==> src/sv/nsdw_pkg.sv <==
package nsdw_pkg;

	localparam int NUM_W       = 16;
	localparam int ADDR_W      = 5;
	localparam int SEG_W       = 7;
	localparam int MEM_BYTES   = 20;
	localparam int DIGIT_COUNT = 5;
	// first byte that holds a digit (digit k lands at byte k+1)
	localparam int DIGIT_BASE  = 2;

	localparam int ADDR_CNT_W  = (MEM_BYTES > 1) ? $clog2(MEM_BYTES) : 1;
	localparam int DIG_IDX_W   = (DIGIT_COUNT > 1) ? $clog2(DIGIT_COUNT) : 1;

	// x / 10 == (x * 0xCCCD) >> 19 for every x below 81920
	localparam logic [NUM_W-1:0] DIV10_MUL   = 16'hCCCD;
	localparam int               DIV10_SHIFT = 19;

	typedef logic [DIGIT_COUNT-1:0][SEG_W-1:0] digit_set_t;

	typedef struct packed {
		logic full;
		logic empty;
	} queue_status_t;

	typedef enum logic [1:0] {
		FRONT_IDLE,
		FRONT_SPLIT,
		FRONT_PUSH
	} front_state_t;

	typedef enum logic {
		BACK_IDLE,
		BACK_EMIT
	} back_state_t;

	function automatic logic [SEG_W-1:0] seg_of_digit(input logic [3:0] d);
		logic [SEG_W-1:0] p;
		case (d)
			4'd0: p = 7'h5F;
			4'd1: p = 7'h06;
			4'd2: p = 7'h6B;
			4'd3: p = 7'h2F;
			4'd4: p = 7'h36;
			4'd5: p = 7'h3D;
			4'd6: p = 7'h7D;
			4'd7: p = 7'h07;
			4'd8: p = 7'h7F;
			4'd9: p = 7'h3F;
			default: p = '0;
		endcase
		return p;
	endfunction

endpackage

==> src/sv/nsdw_front.sv <==
module nsdw_front (
	input  logic                clk,
	input  logic                arst_n,
	input  logic                start,
	input  logic [nsdw_pkg::NUM_W-1:0] number,
	output logic                busy,
	input  nsdw_pkg::queue_status_t q_status,
	output logic                push,
	output nsdw_pkg::digit_set_t push_data
);

	nsdw_pkg::front_state_t state_q, state_d;
	logic [nsdw_pkg::NUM_W-1:0]     value_q;
	logic [nsdw_pkg::DIG_IDX_W-1:0] cnt_q;
	nsdw_pkg::digit_set_t           pats_q;

	logic [2*nsdw_pkg::NUM_W-1:0] prod;
	logic [nsdw_pkg::NUM_W-1:0]   quot;
	logic [nsdw_pkg::NUM_W-1:0]   rem_full;
	logic [3:0]                   digit;
	logic                         load, step, last_step;

	// one decimal digit per cycle: reciprocal multiply, then remainder
	assign prod     = value_q * nsdw_pkg::DIV10_MUL;
	assign quot     = nsdw_pkg::NUM_W'(prod >> nsdw_pkg::DIV10_SHIFT);
	assign rem_full = value_q - ((quot << 3) + (quot << 1));
	assign digit    = rem_full[3:0];
	assign last_step = (cnt_q == nsdw_pkg::DIG_IDX_W'(nsdw_pkg::DIGIT_COUNT - 1));

	always_comb begin
		state_d = state_q;
		case (state_q)
			nsdw_pkg::FRONT_IDLE:  if (start) state_d = nsdw_pkg::FRONT_SPLIT;
			nsdw_pkg::FRONT_SPLIT: if (last_step) state_d = nsdw_pkg::FRONT_PUSH;
			nsdw_pkg::FRONT_PUSH:  if (!q_status.full) state_d = nsdw_pkg::FRONT_IDLE;
			default:               state_d = nsdw_pkg::FRONT_IDLE;
		endcase
	end

	always_comb begin
		busy = 1'b1;
		load = 1'b0;
		step = 1'b0;
		push = 1'b0;
		case (state_q)
			nsdw_pkg::FRONT_IDLE: begin
				busy = 1'b0;
				load = start;
			end
			nsdw_pkg::FRONT_SPLIT: step = 1'b1;
			nsdw_pkg::FRONT_PUSH:  push = !q_status.full;
			default:               busy = 1'b1;
		endcase
	end

	assign push_data = pats_q;

	always_ff @(posedge clk or negedge arst_n) begin
		if (!arst_n) begin
			state_q <= nsdw_pkg::FRONT_IDLE;
		end else begin
			state_q <= state_d;
		end
	end

	always_ff @(posedge clk) begin
		if (load) begin
			value_q <= number;
			cnt_q   <= '0;
		end else if (step) begin
			value_q <= quot;
			cnt_q   <= cnt_q + 1'b1;
			// leading zeros blank, but the units digit always shows
			if (value_q != '0 || cnt_q == '0) begin
				pats_q[cnt_q] <= nsdw_pkg::seg_of_digit(digit);
			end else begin
				pats_q[cnt_q] <= '0;
			end
		end
	end

endmodule

==> src/sv/nsdw_queue.sv <==
module nsdw_queue (
	input  logic                 clk,
	input  logic                 arst_n,
	input  logic                 push,
	input  nsdw_pkg::digit_set_t push_data,
	input  logic                 pop,
	output nsdw_pkg::digit_set_t pop_data,
	output nsdw_pkg::queue_status_t status
);

	nsdw_pkg::digit_set_t slots_q [2];
	logic       wr_q, rd_q;
	logic [1:0] count_q;

	assign status.full  = (count_q == 2'd2);
	assign status.empty = (count_q == 2'd0);
	assign pop_data     = slots_q[rd_q];

	always_ff @(posedge clk or negedge arst_n) begin
		if (!arst_n) begin
			wr_q    <= 1'b0;
			rd_q    <= 1'b0;
			count_q <= '0;
		end else begin
			if (push) wr_q <= ~wr_q;
			if (pop)  rd_q <= ~rd_q;
			case ({push, pop})
				2'b10:   count_q <= count_q + 2'd1;
				2'b01:   count_q <= count_q - 2'd1;
				default: count_q <= count_q;
			endcase
		end
	end

	always_ff @(posedge clk) begin
		if (push) slots_q[wr_q] <= push_data;
	end

endmodule

==> src/sv/nsdw_back.sv <==
module nsdw_back (
	input  logic                          clk,
	input  logic                          arst_n,
	input  nsdw_pkg::queue_status_t       q_status,
	input  nsdw_pkg::digit_set_t          pop_data,
	output logic                          pop,
	output logic                          write_strobe,
	output logic [nsdw_pkg::ADDR_W-1:0]   byte_address,
	output logic [nsdw_pkg::SEG_W-1:0]    segment_pattern,
	output logic                          last
);

	nsdw_pkg::back_state_t state_q, state_d;
	logic [nsdw_pkg::ADDR_CNT_W-1:0] addr_q;
	nsdw_pkg::digit_set_t            pats_q;

	logic [nsdw_pkg::ADDR_CNT_W-1:0] off;
	logic                            in_digits, at_end;

	assign at_end    = (addr_q == nsdw_pkg::ADDR_CNT_W'(nsdw_pkg::MEM_BYTES - 1));
	assign off       = addr_q - nsdw_pkg::ADDR_CNT_W'(nsdw_pkg::DIGIT_BASE);
	assign in_digits = (addr_q >= nsdw_pkg::ADDR_CNT_W'(nsdw_pkg::DIGIT_BASE)) &&
		({1'b0, off} < (nsdw_pkg::ADDR_CNT_W + 1)'(nsdw_pkg::DIGIT_COUNT));

	always_comb begin
		state_d = state_q;
		case (state_q)
			nsdw_pkg::BACK_IDLE: if (!q_status.empty) state_d = nsdw_pkg::BACK_EMIT;
			nsdw_pkg::BACK_EMIT: if (at_end) state_d = nsdw_pkg::BACK_IDLE;
			default:             state_d = nsdw_pkg::BACK_IDLE;
		endcase
	end

	always_comb begin
		pop          = 1'b0;
		write_strobe = 1'b0;
		case (state_q)
			nsdw_pkg::BACK_IDLE: pop = !q_status.empty;
			nsdw_pkg::BACK_EMIT: write_strobe = 1'b1;
			default:             write_strobe = 1'b0;
		endcase
	end

	assign byte_address    = nsdw_pkg::ADDR_W'(addr_q);
	assign segment_pattern = in_digits ? pats_q[off[nsdw_pkg::DIG_IDX_W-1:0]] : '0;
	assign last            = at_end;

	always_ff @(posedge clk or negedge arst_n) begin
		if (!arst_n) begin
			state_q <= nsdw_pkg::BACK_IDLE;
		end else begin
			state_q <= state_d;
		end
	end

	always_ff @(posedge clk) begin
		if (pop) begin
			pats_q <= pop_data;
			addr_q <= '0;
		end else if (write_strobe) begin
			addr_q <= addr_q + 1'b1;
		end
	end

endmodule

==> src/sv/number_to_segment_display_writer_top.sv <==
// Shows a 16-bit unsigned number in decimal on a 20-byte seven-segment
// memory image. A transfer in happens on a rising edge with start high and
// busy low. Each number yields all 20 bytes, addresses 0..19 in order, one
// per cycle while write_strobe is high; last marks byte 19. The receiver
// cannot stall: every strobed byte is taken in that cycle. Digit k (units
// first) sits at byte k+1 for k = 1..5; leading zeros and all other bytes
// are 0, and zero shows as a single 0 at byte 2. Timing: the front splits
// the number one digit per cycle through a reciprocal multiply by 1/10;
// busy stays high while digits are split and pushed, and through any wait
// for a queue slot. The back streams 20 bytes after a one-cycle queue pop,
// so the byte writer sets the sustained rate of numbers. A two-entry queue
// sits between the digit splitter and the byte writer.
module number_to_segment_display_writer_top (
	input  logic                               clk,
	input  logic                               arst_n,
	input  logic                               start,
	input  logic [nsdw_pkg::NUM_W-1:0]         number,
	output logic                               busy,
	output logic                               write_strobe,
	output logic [nsdw_pkg::ADDR_W-1:0]        byte_address,
	output logic [nsdw_pkg::SEG_W-1:0]         segment_pattern,
	output logic                               last
);

	// front to queue
	logic                    push;
	nsdw_pkg::digit_set_t    push_data;
	// queue to back
	logic                    pop;
	nsdw_pkg::digit_set_t    pop_data;
	nsdw_pkg::queue_status_t q_status;

	// digit splitter: accepts numbers, builds the per-digit patterns
	nsdw_front u_front (
		.clk       (clk),
		.arst_n    (arst_n),
		.start     (start),
		.number    (number),
		.busy      (busy),
		.q_status  (q_status),
		.push      (push),
		.push_data (push_data)
	);

	// decouples splitter from byte writer
	nsdw_queue u_queue (
		.clk       (clk),
		.arst_n    (arst_n),
		.push      (push),
		.push_data (push_data),
		.pop       (pop),
		.pop_data  (pop_data),
		.status    (q_status)
	);

	// byte writer: walks the whole image, one byte per cycle
	nsdw_back u_back (
		.clk             (clk),
		.arst_n          (arst_n),
		.q_status        (q_status),
		.pop_data        (pop_data),
		.pop             (pop),
		.write_strobe    (write_strobe),
		.byte_address    (byte_address),
		.segment_pattern (segment_pattern),
		.last            (last)
	);

endmodule

==> config.mk <==
export PLATFORM = sky130hd
export DESIGN_NAME = number_to_segment_display_writer_top
export DESIGN_NICKNAME = d
export VERILOG_FILES = /design/src/sv/nsdw_pkg.sv /design/src/sv/nsdw_front.sv /design/src/sv/nsdw_queue.sv /design/src/sv/nsdw_back.sv /design/src/sv/number_to_segment_display_writer_top.sv
export SDC_FILE = /design/constraint.sdc
export NUM_CORES = 1
export LEC_CHECK = 0
export BUFFER_PORTS_ARGS = -buffer_cell sky130_fd_sc_hd__buf_2
export CORE_MARGIN = 8
export CORE_UTILIZATION = 64
export DETAILED_ROUTE_END_ITERATION = 8
export PLACE_DENSITY = 0.82
export SKIP_CTS_REPAIR_TIMING = 1
export SYNTH_ARGS = -nofsm -noshare
export SYNTH_HDL_FRONTEND = slang
export SYNTH_HIERARCHICAL = 1
export SYNTH_SLANG_ARGS = --single-unit
==> constraint.sdc <==
create_clock -name clk -period 9.4 [get_ports clk]
set_input_delay 1.41 -clock clk [delete_from_list [all_inputs] [get_ports clk]]
set_output_delay 1.41 -clock clk [all_outputs]
set_load 0.05 [all_outputs]
==> metrics.md, run 1 <==
| Metric | Value |
|---|---|
| Synth Instances | around 1,000 |
| Critical path class | reg2reg |
| Met2 Use GR | roughly 36% |
| Yosys cell types | between 60 and 70 |
| Worst Path Required | ~9600 ps |
| Root Driver | clkbuf_16 |
| Peak fanout along the critical path | 12 |
| Die X-Extent | 154 microns |
| DPL Wire Length | 19,500 microns |
| Final worst-path cycle share | a little over four fifths |
| Ys async rst share | a little over 4% |
| Status | finished clean |
| Initial antenna violation count | 0 |
| Post-layout min period | 7990 ps |
| Design Area, Final | between 0.01 and 0.015 sq mm |
| Num ports | 34 |
| Synth Net Count | around 1,300 |
| Overflow after GRT | 0 |
| Via Count | ~7,700 |
| Crit path max-delay family | adder cells |
| Critical Path Slowest Stage Cell | a211oi_2 |
| Fin. Hold Viols | 0 |
| Footprint of the multi-input gates | slightly above 0.006 sq mm |
| Global Route met1 Usage | approximately 30% |
| Rows | 50 |
| Antenna Nets Post-Route | 0 |
| Post-synth top area share | roughly two fifths |
| F_max | 125 MHz |
| FF-to-FF path depth | 23 |
| Grt peak-use layer | met2 |
| Worst-path cell chain | inv_1 -> ha_1 -> inv_1 -> fa_1 -> inv_1 -> fa_1 -> fa_1 -> fa_1 -> inv_1 -> fa_1 -> inv_1 -> ha_1 -> or4_4 -> o22a_1 -> o31ai_1 -> nor2b_1 -> xnor2_1 -> ha_1 -> nand2_1 -> a31oi_1 -> a211oi_2 -> o21ai_0 -> a22o_1 |
| Placed cell area | 0.0125 sq mm |
| First-pass GRT wire length | 41,600 microns |
| Final net count | between 1,000 and 1,500 |
| Core Region | about 0.019 sq mm |
| H-tree levels | 4 |
| Fillers | 1,260 |
| Largest stage delay, worst path | just under 800 ps |
| Skew final | about 22 ps |
| Iteration-0 DRC Markers | 910 |
| Maximum clock insertion buffer count | 2 |
| CTS tree | done |
| Worst-Skew Late Latency | 440 ps |
| Worst-path clk slew | approximately 70 ps |
| Routed wire length | between 20,000 and 30,000 microns |
| RR Startpoint | u_front/value_q[2] |
| Synth cell count leaders | inv_1, edfxtp_1, ha_1, nand2_1, fa_1 |
| Slew Limit Fails | 0 |
| Worst setup SP type | flip-flop |
| Top cell type by total area after synthesis | edfxtp_1 |
| CP Capture Type | flip-flop |
| Initial Util | approximately 65% |
| Largest net degree at the start of global routing | 38 |
| Most common cell in the netlist | inv_1 |
| Met3 usage | roughly 4.7% |
| Final sum of negative setup slack | 0 ps |
| # DRC | 0 |
| Vias in the first global route | 8,012 |
| Buf/Inv on CP | 5 |
| # setup viols final | 0 |
| PortBufs | 33 |
| Yosys warns | 6 |
| MaxCap Viol Count | 0 |
| Max transition margin | roughly 25% |
| Post-synthesis register bit count | 171 |
| Worst min-delay path endpoint | u_queue/slots_q[1][30] |
| WL per Instance | roughly 20 microns |
| Routability Congestion | ~0.95 |
| Register area | 0.00502 sq mm |
| Clock sink count | between 150 and 200 |
| Synth area leaders | edfxtp_1, ha_1, fa_1, inv_1, mux2_4 |
| CP Data Arrival Time | about 8200 ps |
| Iteration count of the initial detailed-routing pass | 8 |
| Hold_sp | u_front/push_data[30] |
| Layout area overhead | 7.13% |
| Share of cells above drive strength 1 | about 13% |
| Synthesized cell area | approximately 0.012 sq mm |
| Register-to-register setup slack | roughly 1400 ps |
| Vias per cell | 5.98 |
| Mapped Avg Cell Area | ~12 sq um |
| Worst slew pin tran | 1130 ps |
| Seq/Total Area, Yosys | between 40% and 50% |
| Die height | around 150 microns |
| Die area | roughly 0.024 sq mm |
| RSZ-0062 raised after global routing | false |
| Number of synthesized flops with an enable pin | approximately 160 |
| Total CTS buffers | 17 |
| Worst r2r dst | u_front/push_data[22] |
| Hold Path Class | reg2reg |
| Main synth FF type | edfxtp_1 |
| Hold Path Depth | 0 |
| Ant diodes | 0 |
| GRT Resource Usage Total | between 20 and 25% |
==> per-stage QoR <==
stage / setup slack [ps] / utilization (%) / cells / hold WS [ps]
2_1_floorplan: 2640 / - / 1010 / 445
3_3_place_gp: 1820 / 66.6 / 1259 / 452
3_5_place_dp: 1600 / 66.6 / 1259 / 465
4_1_cts: 1530 / 69.6 / 1291 / 498
5_1_grt: 1080 / 69.6 / 1291 / 495
6_report: 1410 / 69.6 / 1291 / 497
==> placed cells by master (no fill, tap or decap), types with 3 or more instances in the layout <==
| cell | count |
|---|---|
| a21oi_1 | 30 |
| a22o_1 | 5 |
| a22oi_1 | 6 |
| a31oi_1 | 4 |
| and2_1 | 6 |
| and3_1 | 9 |
| buf_2 | 33 |
| buf_4 | 3 |
| clkbuf_16 | 17 |
| dfrtp_1 | 6 |
| dfxtp_1 | 8 |
| edfxtp_1 | 156 |
| fa_1 | 80 |
| ha_1 | 153 |
| inv_1 | 194 |
| inv_4 | 4 |
| inv_8 | 5 |
| mux2_2 | 20 |
| mux2_4 | 29 |
| mux2i_1 | 4 |
| nand2_1 | 88 |
| nand3_1 | 9 |
| nand4_1 | 6 |
| nor2_1 | 31 |
| nor2b_1 | 6 |
| nor3_1 | 12 |
| o21ai_0 | 20 |
| o21ai_1 | 3 |
| o21ai_2 | 3 |
| o22ai_1 | 3 |
| o311ai_1 | 28 |
| o31ai_1 | 7 |
| xnor2_1 | 9 |
| xor2_1 | 13 |
==> logic make-up (layout without fill, tap and decap cells) <==
group | after synthesis | after routing | share of synthesized area, %
simple gates | 184 | 184 | 7.14
compound gates | 132 | 132 | 7.74
mux | 53 | 53 | 5.76
fa+ha+maj | 233 | 233 | 28.9
xor+xnor | 22 | 22 | 1.58
flops | 171 | 171 | 41.3
buf+inv | 215 | 262 | 7.56
==> metal layers <==
layer | part of all wire, % | up-vias | routed length (microns)
li1 | - | 3559 | -
met3 | 9.4 | 45 | 2420
met5 | 0 | - | 0
met2 | 46 | 382 | 11800
met1 | 43 | 3738 | 11100
met4 | 1.8 | 0 | 463
==> worst register-to-register path: cells and delay by family, from the launching register on <==
family / cells / cell delay, ps
AOI/OAI and AO/OA: 6 / 2350
buffers and inverters: 5 / 350
xor gates and xnor gates: 1 / 160
and+or+nand+nor: 3 / 860
adders and majority gates: 8 / 3510
DFF: 1 / 510
==> registers in the layout (all words and copies together), names as in the netlist <==
| name | cells |
|---|---|
| u_back/byte_address | 5 |
| u_queue/wr_q | 1 |
| u_queue/rd_q | 1 |
| u_queue/slots_q | 70 |
| u_front/cnt_q | 3 |
| u_front/state_q | 2 |
| u_back/state_q | 1 |
| u_back/pats_q | 35 |
| u_front/value_q | 16 |
| u_front/push_data | 35 |
| u_queue/count_q | 2 |
==> worst max path at each step <==
stage,startpoint,end,cells past startpoint
after global placement,u_front/value_q[2],u_front/push_data[22],23
final,u_front/value_q[2],u_front/push_data[22],23
after floorplan,u_front/value_q[6],u_front/push_data[19],24
after detailed placement,u_front/value_q[2],u_front/push_data[22],23
after CTS,u_front/value_q[2],u_front/push_data[22],23
after global routing,u_front/value_q[2],u_front/push_data[22],23
==> cell type report <==
class / count / share of cell area [%]
Clock inverter: 13 / 0.951
Tap cell: 234 / 2.25
Sequential cell: 171 / 38.5
Timing Repair Buffer: 36 / 1.44
Inverter: 194 / 5.59
Clock buffer: 19 / 3.40
Multi-Input combinational cell: 624 / 47.8
Power of run 1 is not shown: default switching activity piles up to over one toggle a cycle in this logic, so the estimate is an artifact.
==> inputs of run 2 (changes only) <==
==> constraint.sdc (replaced) <==
create_clock -name clk -period 7.45 [get_ports clk]
set_input_delay 1.1175 -clock clk [delete_from_list [all_inputs] [get_ports clk]]
set_output_delay 1.1175 -clock clk [all_outputs]
set_load 0.05 [all_outputs]
==> run 2 against run 1 <==
  * The run now ends with setup timing left
  * Setup slack worse by 1500 ps
  * Utilization is 1.3 points higher
  * Flip-flop and latch count stayed put
  * Clock skew is 5.8 ps lower
  * Hold slack better by 2.4 ps
  * Die area stayed put
  * Register-to-register slack worse by 1500 ps
  * Routed wire length is 4.3% higher
==> metrics.md, run 2 (synthesis gave the netlist of run 1 again) <==
| Metric | Value |
|---|---|
| Status | finished with violations |
| Violated checks | setup timing |
| Antenna Nets Post-Route | 0 |
| Iteration-0 DRC Markers | between 900 and 1,000 |
| MaxCap Viol Count | 0 |
| Share of cells above drive strength 1 | 15.1% |
| First-pass GRT wire length | ~42,000 microns |
| Worst slew pin tran | 1100 ps |
| Vias in the first global route | ~8,100 |
| Crit path max-delay family | adder cells |
| F_max | roughly 130 MHz |
| Die height | between 150 and 200 microns |
| Core Region | around 0.019 sq mm |
| Die area | between 0.02 and 0.025 sq mm |
| Worst Path Required | 7660 ps |
| CTS tree | done |
| Most frequent cells in the layout | inv_1, edfxtp_1, ha_1 |
| Via Count | roughly 8,000 |
| Routed wire length | roughly 27,000 microns |
| DPL Wire Length | 20,000 microns |
| Dpl cells | ~1,300 |
| # DRC | 0 |
| CP Capture Type | flip-flop |
| Iteration count of the initial detailed-routing pass | 5 |
| Overflow after GRT | 0 |
| Max transition margin | a little over a quarter |
| Pre-CTS setup slack | roughly 32 ps |
| Ant diodes | 0 |
| Worst-path clk slew | around 70 ps |
| Rows | 50 |
| Critical path class | reg2reg |
| Initial antenna violation count | 0 |
| Max FFs per register | 70 |
| H-tree levels | 4 |
| Vias per cell | slightly above 6 |
| Hold Path Class | reg2reg |
| Slew Limit Fails | 0 |
| Final worst-path cycle share | 101% |
| GRT Resource Usage Total | between 20 and 25% |
| Worst setup SP type | flip-flop |
| Initial Util | 65.0% |
| Register with the most flip-flops | u_queue/slots_q |
| Total CTS buffers | 17 |
| Post-layout min period | around 7500 ps |
| Buf/Inv on CP | 5 |
| Clock sink count | 171 |
| Fin. Hold Viols | 0 |
| Worst-path cell chain | inv_1 -> ha_1 -> inv_1 -> fa_1 -> inv_1 -> fa_1 -> fa_1 -> fa_1 -> inv_1 -> fa_1 -> inv_1 -> ha_1 -> or4_4 -> o22a_1 -> o31ai_2 -> nor2b_1 -> xnor2_1 -> ha_1 -> nand2_1 -> and4_1 -> o211a_4 -> or2_4 -> o311ai_1 |
| WL per Instance | between 20 and 25 microns |
| Num ports | 34 |
| Commonest non-fill, non-tap cell in the layout | inv_1 |
| Skew final | 16.1 ps |
| Fin worst setup slack | -80.7 ps |
| Largest net degree at the start of global routing | 38 |
| Routability Congestion | between 0.9 and 1 |
| Worst-Skew Late Latency | 440 ps |
| Critical Path Slowest Stage Cell | fa_1 |
| PortBufs | 33 |
| Maximum clock insertion buffer count | 2 |
| Largest stage delay, worst path | approximately 550 ps |
| Final net count | around 1,300 |
| # setup viols final | 6 |
| Peak fanout along the critical path | 15 |
| Layout area overhead | 9.06% |
| Non-filler instance count after layout | ~1,300 |
| Root Driver | clkbuf_16 |
| CP Data Arrival Time | between 7000 and 8000 ps |
| Die X-Extent | about 150 microns |
run 2: cell types whose count changed in the layout (fill, tap and decap cells not counted), sizes merged:
| cell | before | now |
|---|---|---|
| clkbuf | 19 | 17 |
| buf | 36 | 57 |
| or2 | 2 | 3 |
| clkinvlp | 0 | 2 |
| clkinv | 2 | 5 |
| inv | 205 | 202 |
run 2: final cells by class:
type / count / area [sq um]
multi-input combinational: 625 / 6300
timing repair buffer: 57 / 345
clock inverter: 15 / 148
tap: 234 / 293
sequential: 171 / 5020
fill: 1196 / 5450
inverter: 194 / 728
clock buffer: 17 / 425
run 2: path summary, 6_finish.rpt:
kind,end,slack (ps),cells past startpoint,start
setup / recovery,u_front/push_data[10],-80,23,u_front/value_q[6]
hold / removal,u_queue/slots_q[0][28],500,0,u_front/push_data[28]
setup reg to reg,u_front/push_data[10],-80,23,u_front/value_q[6]
hold reg to reg,u_queue/slots_q[0][28],500,0,u_front/push_data[28]
max in group asynchronous,u_queue/rd_q,6700,1,arst_n
min in group asynchronous,u_back/state_q,540,1,arst_n
run 2: metrics by stage:
stage,area (sq um),setup TNS [ps],utilization [%],hold slack [ps]
6_report,13300,-232,70.9,500
5_1_grt,13300,-4090,70.9,519
4_1_cts,13100,-1160,69.9,488
3_5_place_dp,12500,0,66.9,478
3_3_place_gp,12500,0,66.9,455
2_1_floorplan,12200,0,-,445
run 2: layer usage:
metal	vias to the layer above	part of all wire (%)	global-route usage (%)
met5	-	0	0
met4	0	1.8	7.09
met3	52	9.0	5.16
met2	408	46	36.0
met1	3871	43	31.7
li1	3616	-	-
Power of run 2 is left out for the same reason.
==> inputs of run 3 (changes only) <==
--- a/config.mk
+++ b/config.mk
@@ -6,7 +6,7 @@
 export NUM_CORES = 1
 export LEC_CHECK = 0
 export BUFFER_PORTS_ARGS = -buffer_cell sky130_fd_sc_hd__buf_2
-export CORE_MARGIN = 8
+export CAP_MARGIN = 30
 export CORE_UTILIZATION = 64
 export DETAILED_ROUTE_END_ITERATION = 8
 export PLACE_DENSITY = 0.82
==> constraint.sdc (replaced) <==
create_clock -name clk -period 7.45 [get_ports clk]
set_input_delay 0.745 -clock clk [delete_from_list [all_inputs] [get_ports clk]]
set_output_delay 0.745 -clock clk [all_outputs]
set_load 0.05 [all_outputs]
==> run 3 against run 2 <==
  * Non-clock buffer count unchanged
  * Critical path type unchanged
  * Hold slack worse by 330 ps
  * Via count decreased by 2.5%
  * Critical endpoint is now u_front/push_data[25]
  * The flow now finishes without violations
  * Cell count is essentially flat
==> metrics.md, run 3 (synthesis gave the netlist of run 1 again) <==
| Metric | Value |
|---|---|
| CTS tree | done |
| Largest net degree at the start of global routing | 38 |
| F_max | 139 MHz |
| Critical Path Slowest Stage Cell | fa_1 |
| Max transition margin | 40.4% |
| Via Count | about 7,700 |
| Fin. Hold Viols | 0 |
| Slew Limit Fails | 0 |
| Iteration-0 DRC Markers | around 740 |
| Crit path max-delay family | adder cells |
| Final sum of negative setup slack | 0 ps |
| Ant diodes | 0 |
| Worst setup SP type | flip-flop |
| Most frequent cells in the layout | inv_1, edfxtp_1, ha_1 |
| Initial antenna violation count | 0 |
| # DRC | 0 |
| Worst-Skew Late Latency | 430 ps |
| Num ports | 34 |
| Register with the most flip-flops | u_queue/slots_q |
| Maximum clock insertion buffer count | 2 |
| Iteration count of the initial detailed-routing pass | 6 |
| Routed wire length | 25,700 microns |
| First-pass GRT wire length | 41,000 microns |
| Max FFs per register | 70 |
| CP Data Arrival Time | 7430 ps |
| PortBufs | 33 |
| Clock sink count | roughly 170 |
| Die X-Extent | roughly 140 microns |
| Final worst-path cycle share | between 90% and 100% |
| Antenna Nets Post-Route | 0 |
| Footprint of the multi-input gates | between 0.006 and 0.007 sq mm |
| Worst-path cell chain | inv_1 -> ha_1 -> inv_1 -> fa_1 -> inv_1 -> fa_1 -> fa_1 -> fa_1 -> inv_1 -> fa_1 -> inv_1 -> ha_1 -> or4_4 -> o22a_1 -> o31ai_2 -> nor2b_2 -> xnor2_1 -> ha_1 -> nand2_1 -> and4_1 -> o211a_4 -> or2_4 -> o311ai_1 |
| Total CTS buffers | 17 |
| Hold Path Class | in2async |
| # setup viols final | 0 |
| H-tree levels | 4 |
| Fillers | 1,177 |
| DPL Wire Length | 19,500 microns |
| Skew final | ~12 ps |
| Vias in the first global route | 7,737 |
| Largest stage delay, worst path | roughly 550 ps |
| Worst Path Required | about 7700 ps |
| CP Capture Type | flip-flop |
| Routability Congestion | 0.933 |
| Critical path class | reg2reg |
| Root Driver | clkbuf_16 |
| Layout area overhead | 9.22% |
| Worst-path clk slew | 70 ps |
| Initial Util | between 60% and 70% |
| Vias per cell | 5.90 |
| Final net count | approximately 1,300 |
| Overflow after GRT | 0 |
| Share of cells above drive strength 1 | approximately 15% |
| Die height | ~140 microns |
| Worst slew pin tran | 882 ps |
| Register area | between 0.005 and 0.006 sq mm |
| Buf/Inv on CP | 5 |
| Core Region | around 0.019 sq mm |
| Peak fanout along the critical path | 15 |
| MaxCap Viol Count | 0 |
| Commonest non-fill, non-tap cell in the layout | inv_1 |
| Post-layout min period | roughly 7200 ps |
| WL per Instance | just under 20 microns |
| Status | finished clean |
| GRT Resource Usage Total | between 20% and 30% |
| Die area | between 0.015 and 0.02 sq mm |
| Post-layout util | 71.2% |
| Rows | 50 |
## run 3: cell type report
cell class | count | share of cell area [%]
clock buffer | 17 | 3.20
clock inverter | 14 | 1.03
inverter | 194 | 5.48
multi-input combinational | 625 | 47.5
sequential | 171 | 37.8
tap | 234 | 2.20
timing repair buffer | 57 | 2.79
## run 3: path summary, 6_finish.rpt
check,slack [ps],endpoint,depth (start not counted),startpoint
worst min-delay path,170,u_front/state_q[1],1,arst_n
worst min register to register,480,u_queue/slots_q[0][25],0,u_front/push_data[25]
worst max register to register,240,u_front/push_data[25],23,u_front/value_q[7]
min in group clk,480,u_queue/slots_q[0][25],0,u_front/push_data[25]
worst max-delay path,240,u_front/push_data[25],23,u_front/value_q[7]
max in group asynchronous,7060,u_queue/rd_q,1,arst_n
## run 3: layer usage
| metal | GRT usage, % | share of wire, % | up-vias |
|---|---|---|---|
| met5 | 0 | 0 | - |
| met1 | 40.0 | 44 | 3731 |
| li1 | - | - | 3611 |
| met4 | 9.08 | 2.2 | 0 |
| met3 | 5.78 | 8.1 | 48 |
| met2 | 42.9 | 46 | 355 |
## run 3: worst reg2reg max path: stages, from the launching register on
cell      delay, ps
edfxtp_1        450
inv_1            70
ha_1            310
inv_1            90
fa_1            550
inv_1            60
fa_1            510
fa_1            520
fa_1            550
inv_1            60
fa_1            530
inv_1            50
ha_1            210
or4_4           550
o22a_1          250
o31ai_2         260
nor2b_2         210
xnor2_1         100
ha_1            330
nand2_1          70
and4_1          260
o211a_4         330
or2_4           340
o311ai_1        360
## run 3: per-stage QoR
| stage | worst slack, ps | cell area [sq um] | hold slack [ps] | instances |
|---|---|---|---|---|
| global placement | 375 | 12500 | 453 | 1267 |
| global route | -11.2 | 13300 | 159 | 1312 |
| detailed placement | 82.2 | 12500 | 461 | 1268 |
| CTS | 34.9 | 13100 | 155 | 1299 |
| floorplan | 694 | 12200 | 445 | 1010 |
| finish | 242 | 13300 | 167 | 1312 |
Power of run 3 is left out for the same reason.
